$ cat src/rtl/core/bpsp_pkg.sv
package bpsp_pkg;

  localparam int unsigned WholeW = 63;
  localparam int unsigned FracW = 24;
  localparam int unsigned FracPartW = 60;
  localparam int unsigned ShiftW = 6;
  localparam logic [2:0] MaxFracDigits = 3'd7;
  localparam logic [2:0] NoPrefix = 3'd7;

  typedef enum logic [2:0] {
    PH_LEAD,
    PH_SIGN,
    PH_WHOLE,
    PH_FRAC,
    PH_TRAIL,
    PH_ENDED
  } phase_e;

  typedef enum logic [1:0] {
    ERR_NONE,
    ERR_INVALID,
    ERR_RANGE
  } err_e;

  typedef enum logic [2:0] {
    S_RUN,
    S_SCALE,
    S_DIV,
    S_SUM,
    S_FIN
  } ctrl_state_e;

  typedef struct packed {
    logic take;
    logic scale;
    logic div_step;
    logic sum;
    logic finish;
  } cmd_t;

  typedef struct packed {
    logic div_done;
    logic out_busy;
  } sts_t;

  function automatic logic is_white(input logic [7:0] c);
    return (c == 8'd32) || (c >= 8'd9 && c <= 8'd13);
  endfunction

  function automatic logic is_digit(input logic [7:0] c);
    return (c >= 8'h30) && (c <= 8'h39);
  endfunction

  // Return 0..6 for B K M G T P E in either case, NoPrefix otherwise.
  function automatic logic [2:0] prefix_index(input logic [7:0] c);
    logic [7:0] u;
    logic [2:0] p;
    u = (c >= 8'h61 && c <= 8'h7A) ? c - 8'd32 : c;
    case (u)
      8'h42:   p = 3'd0;
      8'h4B:   p = 3'd1;
      8'h4D:   p = 3'd2;
      8'h47:   p = 3'd3;
      8'h54:   p = 3'd4;
      8'h50:   p = 3'd5;
      8'h45:   p = 3'd6;
      default: p = NoPrefix;
    endcase
    return p;
  endfunction

  function automatic logic [FracW-1:0] pow10(input logic [2:0] n);
    logic [FracW-1:0] r;
    case (n)
      3'd0:    r = 24'd1;
      3'd1:    r = 24'd10;
      3'd2:    r = 24'd100;
      3'd3:    r = 24'd1000;
      3'd4:    r = 24'd10000;
      3'd5:    r = 24'd100000;
      3'd6:    r = 24'd1000000;
      default: r = 24'd10000000;
    endcase
    return r;
  endfunction

endpackage

$ cat src/rtl/core/bpsp_ctrl.sv
module bpsp_ctrl (
  input  logic          clk_i,
  input  logic          rst_ni,
  input  logic          in_valid_i,
  input  logic          last_i,
  output logic          in_stall_o,
  input  bpsp_pkg::sts_t sts_i,
  output bpsp_pkg::cmd_t cmd_o
);

  bpsp_pkg::ctrl_state_e state_q, state_d;

  always_ff @(posedge clk_i or negedge rst_ni) begin
    if (!rst_ni) begin
      state_q <= bpsp_pkg::S_RUN;
    end else begin
      state_q <= state_d;
    end
  end

  always_comb begin
    state_d = state_q;
    unique case (state_q)
      bpsp_pkg::S_RUN: begin
        if (in_valid_i && last_i) state_d = bpsp_pkg::S_SCALE;
      end
      bpsp_pkg::S_SCALE: state_d = bpsp_pkg::S_DIV;
      bpsp_pkg::S_DIV: begin
        if (sts_i.div_done) state_d = bpsp_pkg::S_SUM;
      end
      bpsp_pkg::S_SUM: state_d = bpsp_pkg::S_FIN;
      bpsp_pkg::S_FIN: begin
        if (!sts_i.out_busy) state_d = bpsp_pkg::S_RUN;
      end
      default: state_d = bpsp_pkg::S_RUN;
    endcase
  end

  always_comb begin
    cmd_o = '0;
    in_stall_o = 1'b1;
    unique case (state_q)
      bpsp_pkg::S_RUN: begin
        in_stall_o = 1'b0;
        cmd_o.take = in_valid_i;
      end
      bpsp_pkg::S_SCALE: cmd_o.scale = 1'b1;
      bpsp_pkg::S_DIV:   cmd_o.div_step = !sts_i.div_done;
      bpsp_pkg::S_SUM:   cmd_o.sum = 1'b1;
      bpsp_pkg::S_FIN:   cmd_o.finish = !sts_i.out_busy;
      default: begin
        in_stall_o = 1'b1;
      end
    endcase
  end

  a_last_starts_scale: assert property (@(posedge clk_i) disable iff (!rst_ni)
    (in_valid_i && !in_stall_o && last_i) |=> (state_q == bpsp_pkg::S_SCALE))
    else $error("last beat did not start the scaling step");

  a_div_exits: assert property (@(posedge clk_i) disable iff (!rst_ni)
    (state_q == bpsp_pkg::S_DIV && sts_i.div_done) |=> (state_q == bpsp_pkg::S_SUM))
    else $error("fraction division did not end when its count ran out");

  a_fin_waits: assert property (@(posedge clk_i) disable iff (!rst_ni)
    (state_q == bpsp_pkg::S_FIN && sts_i.out_busy) |=> (state_q == bpsp_pkg::S_FIN))
    else $error("result written over a stalled output beat");

endmodule

$ cat src/rtl/core/bpsp_datapath.sv
module bpsp_datapath (
  input  logic                clk_i,
  input  logic                rst_ni,
  input  logic [7:0]          ch_i,
  input  bpsp_pkg::cmd_t      cmd_i,
  output bpsp_pkg::sts_t      sts_o,
  input  logic                out_stall_i,
  output logic                out_valid_o,
  output logic signed [63:0]  value_o,
  output logic [1:0]          status_o
);

  localparam logic [bpsp_pkg::WholeW-1:0] ValMax = '1;

  // Parse state
  bpsp_pkg::phase_e                phase_q, phase_d;
  bpsp_pkg::err_e                  err_q, err_d;
  logic                            neg_q, neg_d;
  logic [bpsp_pkg::WholeW-1:0]     whole_q, whole_d;
  logic [bpsp_pkg::FracW-1:0]      fv_q, fv_d;
  logic [2:0]                      fc_q, fc_d;
  logic [2:0]                      pow_q, pow_d;

  // Finishing state
  logic [bpsp_pkg::ShiftW-1:0]     cnt_q, cnt_d;
  logic [bpsp_pkg::FracPartW-1:0]  fpart_q, fpart_d;
  logic [63:0]                     acc_q;
  bpsp_pkg::err_e                  fst_q, fst_d;

  // Output register
  logic                            out_valid_q;
  logic signed [63:0]              value_q;
  bpsp_pkg::err_e                  stat_q;

  logic [3:0]                      digit;
  logic [66:0]                     whole_x10;
  logic                            whole_ovf;
  logic [bpsp_pkg::FracW-1:0]      fv_x10;
  logic [2:0]                      pidx;
  logic [bpsp_pkg::ShiftW-1:0]     shift;
  logic [bpsp_pkg::FracW-1:0]      divisor;
  logic [bpsp_pkg::FracW:0]        rem2;
  logic [bpsp_pkg::FracW:0]        rem_sub;
  logic                            rem_ge;
  bpsp_pkg::err_e                  fin_status;
  logic [63:0]                     fin_value;

  assign digit = ch_i[3:0];
  assign whole_x10 = {1'b0, whole_q, 3'b000} + {3'b000, whole_q, 1'b0} + {63'd0, digit};
  assign whole_ovf = whole_x10[66:63] != 4'd0;
  assign fv_x10 = {fv_q[20:0], 3'b000} + {fv_q[22:0], 1'b0} + {20'd0, digit};
  assign pidx = bpsp_pkg::prefix_index(ch_i);
  assign shift = {pow_q, 3'b000} + {2'b00, pow_q, 1'b0};
  assign divisor = bpsp_pkg::pow10(fc_q);
  assign rem2 = {fv_q, 1'b0};
  assign rem_ge = rem2 >= {1'b0, divisor};
  assign rem_sub = rem2 - {1'b0, divisor};

  assign sts_o.div_done = cnt_q == '0;
  assign sts_o.out_busy = out_valid_q && out_stall_i;

  always_comb begin
    fin_status = fst_q;
    if (fst_q == bpsp_pkg::ERR_NONE && acc_q[63]) fin_status = bpsp_pkg::ERR_RANGE;
    if (fin_status != bpsp_pkg::ERR_NONE) begin
      fin_value = '0;
    end else if (neg_q) begin
      fin_value = 64'd0 - acc_q;
    end else begin
      fin_value = acc_q;
    end
  end

  always_comb begin
    phase_d = phase_q;
    err_d   = err_q;
    neg_d   = neg_q;
    whole_d = whole_q;
    fv_d    = fv_q;
    fc_d    = fc_q;
    pow_d   = pow_q;
    cnt_d   = cnt_q;
    fpart_d = fpart_q;
    fst_d   = fst_q;

    if (cmd_i.take && err_q == bpsp_pkg::ERR_NONE) begin
      case (phase_q)
        bpsp_pkg::PH_LEAD: begin
          if (bpsp_pkg::is_white(ch_i)) begin
            phase_d = phase_q;
          end else if (ch_i == 8'h2B || ch_i == 8'h2D) begin
            neg_d   = ch_i == 8'h2D;
            phase_d = bpsp_pkg::PH_SIGN;
          end else if (bpsp_pkg::is_digit(ch_i)) begin
            if (whole_ovf) err_d = bpsp_pkg::ERR_RANGE;
            else whole_d = whole_x10[bpsp_pkg::WholeW-1:0];
            phase_d = bpsp_pkg::PH_WHOLE;
          end else begin
            err_d = bpsp_pkg::ERR_INVALID;
          end
        end
        bpsp_pkg::PH_SIGN: begin
          if (bpsp_pkg::is_digit(ch_i)) begin
            if (whole_ovf) err_d = bpsp_pkg::ERR_RANGE;
            else whole_d = whole_x10[bpsp_pkg::WholeW-1:0];
            phase_d = bpsp_pkg::PH_WHOLE;
          end else begin
            err_d = bpsp_pkg::ERR_INVALID;
          end
        end
        bpsp_pkg::PH_WHOLE, bpsp_pkg::PH_FRAC: begin
          if (bpsp_pkg::is_digit(ch_i)) begin
            if (phase_q == bpsp_pkg::PH_WHOLE) begin
              if (whole_ovf) err_d = bpsp_pkg::ERR_RANGE;
              else whole_d = whole_x10[bpsp_pkg::WholeW-1:0];
            end else if (fc_q < bpsp_pkg::MaxFracDigits) begin
              fv_d = fv_x10;
              fc_d = fc_q + 3'd1;
            end
          end else if (ch_i == 8'h2E && phase_q == bpsp_pkg::PH_WHOLE) begin
            phase_d = bpsp_pkg::PH_FRAC;
          end else if (ch_i == 8'h00) begin
            phase_d = bpsp_pkg::PH_ENDED;
          end else if (bpsp_pkg::is_white(ch_i)) begin
            phase_d = bpsp_pkg::PH_TRAIL;
          end else if (pidx == bpsp_pkg::NoPrefix) begin
            err_d = bpsp_pkg::ERR_INVALID;
          end else begin
            pow_d   = pidx;
            phase_d = bpsp_pkg::PH_TRAIL;
          end
        end
        bpsp_pkg::PH_TRAIL: begin
          if (ch_i == 8'h00) phase_d = bpsp_pkg::PH_ENDED;
          else if (!bpsp_pkg::is_white(ch_i)) err_d = bpsp_pkg::ERR_INVALID;
        end
        default: phase_d = phase_q;
      endcase
    end

    if (cmd_i.scale) begin
      if (err_q != bpsp_pkg::ERR_NONE) begin
        fst_d = err_q;
      end else if (phase_q == bpsp_pkg::PH_LEAD || phase_q == bpsp_pkg::PH_SIGN) begin
        fst_d = bpsp_pkg::ERR_INVALID;
      end else if (whole_q > (ValMax >> shift)) begin
        fst_d = bpsp_pkg::ERR_RANGE;
      end else begin
        fst_d = bpsp_pkg::ERR_NONE;
      end
      whole_d = whole_q << shift;
      cnt_d   = shift;
      fpart_d = '0;
    end

    // One quotient bit of fraction * 2^shift / 10^digits per step
    if (cmd_i.div_step) begin
      fv_d    = rem_ge ? rem_sub[bpsp_pkg::FracW-1:0] : rem2[bpsp_pkg::FracW-1:0];
      fpart_d = {fpart_q[bpsp_pkg::FracPartW-2:0], rem_ge};
      cnt_d   = cnt_q - 1'b1;
    end

    // Drop the parse state once the result is in the output register
    if (cmd_i.finish) begin
      phase_d = bpsp_pkg::PH_LEAD;
      err_d   = bpsp_pkg::ERR_NONE;
      neg_d   = 1'b0;
      whole_d = '0;
      fv_d    = '0;
      fc_d    = '0;
      pow_d   = '0;
    end
  end

  always_ff @(posedge clk_i or negedge rst_ni) begin
    if (!rst_ni) begin
      phase_q     <= bpsp_pkg::PH_LEAD;
      err_q       <= bpsp_pkg::ERR_NONE;
      neg_q       <= 1'b0;
      whole_q     <= '0;
      fv_q        <= '0;
      fc_q        <= '0;
      pow_q       <= '0;
      cnt_q       <= '0;
      out_valid_q <= 1'b0;
    end else begin
      phase_q <= phase_d;
      err_q   <= err_d;
      neg_q   <= neg_d;
      whole_q <= whole_d;
      fv_q    <= fv_d;
      fc_q    <= fc_d;
      pow_q   <= pow_d;
      cnt_q   <= cnt_d;
      if (cmd_i.finish) out_valid_q <= 1'b1;
      else if (!out_stall_i) out_valid_q <= 1'b0;
    end
  end

  always_ff @(posedge clk_i) begin
    fpart_q <= fpart_d;
    fst_q   <= fst_d;
    if (cmd_i.sum) acc_q <= {1'b0, whole_q} + {4'd0, fpart_q};
    if (cmd_i.finish) begin
      value_q <= fin_value;
      stat_q  <= fin_status;
    end
  end

  assign out_valid_o = out_valid_q;
  assign value_o = value_q;
  assign status_o = stat_q;

  a_frac_count: assert property (@(posedge clk_i) disable iff (!rst_ni)
    fc_q <= bpsp_pkg::MaxFracDigits)
    else $error("fraction digit count past its limit");

  a_rem_below_div: assert property (@(posedge clk_i) disable iff (!rst_ni)
    cmd_i.div_step |-> (fv_q < divisor))
    else $error("fraction remainder not below its divisor");

  a_err_latched: assert property (@(posedge clk_i) disable iff (!rst_ni)
    (err_q != bpsp_pkg::ERR_NONE && !cmd_i.finish) |=> (err_q == $past(err_q)))
    else $error("latched error changed before the result");

endmodule

$ cat src/rtl/core/binary_prefix_size_parser.sv
// Binary-prefix size text parser.
// Input channel: one character per beat on ch_i with last_i marking the final
// character of a text (in_valid_i / in_stall_o). White space, an optional sign,
// digits, an optional fraction and one optional B K M G T P E prefix
// (each step x1024) are read; a zero character ends the text early.
// Output channel: one beat per text (out_valid_o / out_stall_i) with the
// signed byte count on value_o and status_o (0 ok, 1 invalid, 2 out of range);
// value_o is zero when status_o is not ok.
// Throughput: one character per cycle while a text streams in. After the last
// beat the block stalls its input through a scaling step, one bit of the
// fraction quotient per cycle from the restoring divider, then a sum step and
// a sign step. A waiting result does not block the next text: characters are
// taken while the output is stalled; only the final sign step holds until the
// output register is free. Reset empties the output and starts a fresh text.
module binary_prefix_size_parser (
  input  logic               clk_i,
  input  logic               rst_ni,
  input  logic               in_valid_i,
  output logic               in_stall_o,
  input  logic [7:0]         ch_i,
  input  logic               last_i,
  output logic               out_valid_o,
  input  logic               out_stall_i,
  output logic signed [63:0] value_o,
  output logic [1:0]         status_o
);

  bpsp_pkg::cmd_t cmd;
  bpsp_pkg::sts_t sts;

  bpsp_ctrl u_ctrl (
    .clk_i      (clk_i),
    .rst_ni     (rst_ni),
    .in_valid_i (in_valid_i),
    .last_i     (last_i),
    .in_stall_o (in_stall_o),
    .sts_i      (sts),
    .cmd_o      (cmd)
  );

  bpsp_datapath u_datapath (
    .clk_i       (clk_i),
    .rst_ni      (rst_ni),
    .ch_i        (ch_i),
    .cmd_i       (cmd),
    .sts_o       (sts),
    .out_stall_i (out_stall_i),
    .out_valid_o (out_valid_o),
    .value_o     (value_o),
    .status_o    (status_o)
  );

endmodule
$ cat config.mk
export PLATFORM = sky130hd
export DESIGN_NAME = binary_prefix_size_parser
export DESIGN_NICKNAME = d
export VERILOG_FILES = /design/src/rtl/core/bpsp_pkg.sv /design/src/rtl/core/bpsp_ctrl.sv /design/src/rtl/core/bpsp_datapath.sv /design/src/rtl/core/binary_prefix_size_parser.sv
export SDC_FILE = /design/constraint.sdc
export NUM_CORES = 1
export LEC_CHECK = 0
export ABC_AREA = 1
export CORE_MARGIN = 4
export CORE_UTILIZATION = 25
export CTS_BUF_LIST = sky130_fd_sc_hd__clkbuf_4 sky130_fd_sc_hd__clkbuf_8
export DETAILED_ROUTE_END_ITERATION = 6
export DONT_BUFFER_PORTS = 1
export GPL_TIMING_DRIVEN = 0
export SKIP_LAST_GASP = 1
export SLEW_MARGIN = 10
export SYNTH_ARGS = -nofsm -noshare
export SYNTH_HDL_FRONTEND = slang
export SYNTH_SLANG_ARGS = --single-unit
$ cat constraint.sdc
create_clock -name clk_i -period 4.95 [get_ports clk_i]
set_input_delay 0.7425 -clock clk_i [delete_from_list [all_inputs] [get_ports clk_i]]
set_output_delay 0.7425 -clock clk_i [all_outputs]
set_load 0.005 [all_outputs]
Word-level counts from Yosys, hierarchy flattened
Index checks and enable logic that the tools add are counted. W data, S select, Z words.

Multiply operators: 0. $lt $le $gt $ge: 9. Div/mod/pow operators: 0. Multiplexer cells: 88. $add $sub $neg: 11. Shifts and indexed selects: 2. Reductions and logical operators: 46. Eq/ne operators: 53. Bitwise logic cells: 0.

Operator list (number): $mux W63 (9); $mux W24 (8); $pmux W63 S3 (1); $pmux W24 S7 (1); $mux W60 (2); $mux W3 (28); $add A66 B64 Y67 (1); $add A67 B4 Y67 (1); $add A63 B60 Y64 (1); $mux W64 (1); $sub A1 B64 Y64 const A (1); $gt A63 B63 Y1 (1); $shl A63 B6 Y63 (1); $shr A63 B6 Y63 const A (1); $eq A8 B7 Y1 const B (7); $mux W2 (18); $eq A8 B6 Y1 const B (4); $ge A25 B24 Y1 (1); $add A24 B24 Y24 (1); $add A24 B4 Y24 (1); $sub A24 B24 Y24 (1); $pmux W3 S7 (1); $ne A4 B3 Y1 const B (5); $eq A3 B2 Y1 const B (6); 44 further kinds (107).

Input port bits: 13. Memory bits (read-only): 0. RAM bits: 0. Register bits after elaboration: 301. Memories kept: 0. Latch bits: 0.

Depth between registers and ports, before layout
Depth after elaboration: 14. Mapped depth: 23. Gate-level depth less buffers: 22.

Hierarchy
A second synthesis with hierarchy kept.

Cells, all modules: 4633. Area, all modules: 31158.6 µm².

By module, submodules not included: bpsp_datapath (area an instance 30984.7 µm², seq. area each 8418.1 µm², times used 1, cells an instance 4608); bpsp_ctrl (area an instance 173.9 µm², seq. area each 75.1 µm², times used 1, cells an instance 25).

Worst setup path before layout
Ideal clock, no wire load.

Path type: flip-flop to flip-flop. Start: reg u_ctrl.state_q[1]. End: reg u_ctrl.state_q[2]. Required time: 4.860 ns. Setup slack: -0.480 ns. Clock period less this slack: 5.430 ns. Arrival: 5.340 ns. Setup time: 0.090 ns. Buffers on the path: 0. Cell stages (with the launch flop): 4. Cells stage by stage: dfrtp_1 > inv_1 > nor3_1 > or2_2.

Longest elaborated chain between the ends: 3. Elaborated cells between the ends (all ways): 10.

Ends and longest elaborated chain: from (decl) (RTL line bpsp_ctrl.sv:11) `bpsp_pkg::ctrl_state_e state_q, state_d;`; from (signal assigned) (RTL line bpsp_ctrl.sv:15) `state_q <= bpsp_pkg::S_RUN;`; from (signal assigned) (RTL line bpsp_ctrl.sv:17) `state_q <= state_d;`; $eq A3 B3 Y1 (tied with other cells) (RTL line bpsp_ctrl.sv:23) `unique case (state_q)`; $ne A2 B2 Y1 (no source line) / $ne A2 B1 Y1 (equally long branches); $reduce_and A3 Y1 (no source line).

Several ways; a longest one is shown, not always the timed one. A chain may end at the register's enable or synchronous reset.

Worst setup path in the final report
Start: reg u_datapath.pow_q[0]. End: reg u_datapath.fst_q[1] (data pin).

Longest elaborated chain between the ends: 6.

Ends and longest elaborated chain: from (decl) (RTL line bpsp_datapath.sv:22) `logic [2:0] pow_q, pow_d;`; from (signal assigned) (RTL line bpsp_datapath.sv:193) `pow_q <= pow_d;`; $add A6 B4 Y6 (RTL line bpsp_datapath.sv:53) `assign shift = {pow_q, 3'b000} + {2'b00, pow_q, 1'b0};`; $shr A63 B6 Y63 (RTL line bpsp_datapath.sv:146) `end else if (whole_q > (ValMax >> shift)) begin`; $gt A63 B63 Y1 (RTL line bpsp_datapath.sv:146); $mux W2 (RTL line bpsp_datapath.sv:146); $mux W2 (RTL line bpsp_datapath.sv:144) `end else if (phase_q == bpsp_pkg::PH_LEAD || phase_q == bpsp_pkg::PH_SIGN) begin`; $mux W2 (RTL line bpsp_datapath.sv:142) `if (err_q != bpsp_pkg::ERR_NONE) begin`; to (signal assigned) (RTL line bpsp_datapath.sv:202) `fst_q <= fst_d;`; to (decl) (RTL line bpsp_datapath.sv:28) `bpsp_pkg::err_e fst_q, fst_d;`.

No other way between the ends.

==> results.tsv <==
metric	value	unit
worst hold margin	0.352	ns
Num CTS Buffers	52	
syn_area_per_cell	6.67	um2
Max Clock Skew	0.0774	ns
grt met1 use	25.4	%
cell area after synthesis	31600	um2
Area after DPL	33800	um2
DPL Wire Length	105	mm
Post-synth ARST share	36.2	%
routability congestion estimate	1.01	
worst reg2reg path endpoint	u_datapath.fst_q[1]	
CORE AREA	126000	um2
Rel. slew slack	30.1	%
period utilization	95.4	%
Antenna Nets Post-Route	0	
full die area	132000	um2
fill count	14100	
Worst R2R Setup Slack	0.23	ns
critical setup path kind	reg2reg	
global-route wire length before repair	187	mm
flops & latches, synth	301	
fin. max-slew vios	0	
Synth cell types	64	
area leader, netlist	edfxtp_1	
Worst EP required	5.34	ns
critical path fanouts, max	17	
TritonCTS clock tree	built	
R2R Path Start	u_datapath.pow_q[0]	
Worst Hold Path Cells	2	
Power Dens Cells	731	nW/um2
EDFF count, synth	192	
GR Layer Usage met2	29.3	%
layout cells sized above 1	4.40	%
Yosys warning count	0	
DRT Wirelength	124	mm
Area Overhead vs Synth	10.3	%
sequential share of the synthesized area	26.9	%
port bufs	0	
routing usage on met3	1.79	%
iteration-0 DRC count of the detailed router	2861	
arrival time at the worst endpoint	5.12	ns
Min Clock Period, post-route	4.72	ns
commonest non-fill, non-tap cell in the layout	nand2_1	
DRC errors left	0	
Reg clk slew, reported paths	0.08	ns
Final Hold Violating Endpoints	0	
post-route cell area	34900	um2
Hold Startpoint	out_stall_i	
wire per inst	19.2	um
reg2reg path depth	14	
status	finished, final reports clean	
Final Net Count	5140	
global route total overflow	0	
RSZ-0062 raised after global routing	yes	
Startpoint Class	register	
DR pass1 iterations	7	
Post-CTS Repair Setup Buffers	0	
Worst-Margin Slew	1.05	ns
crit end category	register	
CTS Buffer Depth	3	
hold path endpoint	u_datapath.out_valid_o	
Root Buffer	clkbuf_8	
number of vias per cell	4.99	
H-tree level count	2	
# Max-Cap Violations	0	
Die Width	364	um
Final Power	0.0255	W
most frequent cells in the layout	1217 x nand2_1, 631 x inv_1, 513 x nor2_1, 389 x o21ai_0, 332 x a21oi_1	
Syn Nets	5081	
Max Fclk	212	MHz
post-layout util	27.8	%
Critical Path Start	u_datapath.pow_q[0]	
GRT busiest layer	met2	
CTS Sinks	301	
initial antenna violation count	1	
Die Y	364	um
Mapped Cells	4740	
peak supply drop	0.000295	V
hold crit path type	in2reg	
row cnt	130	
Tot GR Track Use	18.3	%
final setup fails	0	
LEAKAGE	16.2	nW
number of global-route vias before repair	31200	
Synth top area share	18.2	%
Primary FF master, synth	edfxtp_1	
largest net degree at the start of global routing	110	
vias	32400	
clk_lat worst skew	0.71	ns
synth top area cells	edfxtp_1 18%, nand2_1 14%, ha_1 13%	
Starting Density	25.2	%
boundary pin count	81	
[where the power goes]
part / internal (W) / switching, W
clock: 0.00122 / 0.00114
sequential: 0.00411 / 0.00156
combinational: 0.00554 / 0.0119
total: 0.0109 / 0.0146
[critical path, cell delays in order (launching register included)]
cell and delay [ns]:
dfrtp_1 0.39, ha_1 0.20, ha_1 0.26, buf_2 0.28, clkinv_1 0.38, nand2_1 0.28, clkinv_1 0.64, o21bai_1 0.44
ha_1 0.21, nand2_1 0.08, nor4_1 0.33, nand4_1 0.16, nor4_2 0.46, nor3_1 0.09, a21o_1 0.20
[per-stage QoR]
stage	TNS (ns)	instances	setup WS, ns
final	0	6491	0.226
after global routing	-0.0161	6491	-0.0161
after CTS	0	6490	0.0471
after detailed placement	-0.0871	6394	-0.0871
after global placement	-64.41	6390	-1.58
after floorplan	0	4740	0.975
[final cells by class]
cell class	instances	area (um2)	area share, %
plain buffers	119	529	1.52
inverters	655	2460	7.06
multi-input cells	3664	20200	57.8
clock inverters	32	225	0.646
flip-flops and latches	301	8490	24.4
diodes	1	2.50	0.00718
well taps	1650	2060	5.92
repair buffers	6	110	0.316
clock buffers	63	823	2.36
[worst max path at each step]
stage	end	slack, ns	depth (start not counted)
final	u_datapath.fst_q[1]	0.23	14
after CTS	u_datapath.fst_q[1]	0.05	14
after global routing	u_datapath.fst_q[1]	-0.02	17
after detailed placement	u_datapath.fst_q[1]	-0.09	17
after global placement	u_datapath.whole_q[52]	-1.58	8
after floorplan	u_datapath.whole_q[53]	0.97	10
[cell families after synthesis]
logic type / synth area share, %
AND/OR/NAND/NOR: 28.6
adder cells (fa/ha/maj): 13.1
XOR/XNOR: 3.19
flip-flops: 26.9
buffers and inverters: 9.45
multiplexers: 0.412
AO/OA/AOI/OAI: 18.3
[cell usage after synthesis, drive strengths merged (12+ instances only)]
master and count:
and3 12, a21oi 334, nor2 530, buf 50
nor3 92, a31oi 24, xnor2 41, o21ai 441
clkbuf 70, nand4 60, xor2 74, inv 650
nand2 1229, mux2i 13, nor4 18, o21bai 46
edfxtp 192, ha 322, o22ai 12, o211ai 37
a221oi 12, nand3 208, a21o 21, or2 23
dfrtp 109, o21a 33
[state kept, by name, indices dropped and copies added, names as in the netlist]
name                    cells
u_datapath.cnt_q            6
u_datapath.out_valid_o      1
u_datapath.fpart_q         60
u_ctrl.state_q              3
u_datapath.acc_q           64
u_datapath.phase_q          3
u_datapath.fc_q             3
u_datapath.fv_q            24
u_datapath.err_q            2
u_datapath.status_o         2
u_datapath.value_o         64
u_datapath.pow_q            3
u_datapath.whole_q         63
u_datapath.fst_q            2
u_datapath.neg_q            1
[repair_timing]
action / in CTS / in global routing
setup endpoints to repair: 1 / 10
hold endpoints to repair: 109 / 0
gates cloned: 0 / 0
pin swaps: 0 / 0
resized for setup: 1 / 2
hold buffers: 2 / 0
[layer usage]
layer	vias to the layer above	wire length [um]
met5	-	0
met4	0	4830
met3	204	7530
li1	16000	-
met2	1145	53800
met1	15000	58100
Note: power is estimated with default switching activity, not from simulation.
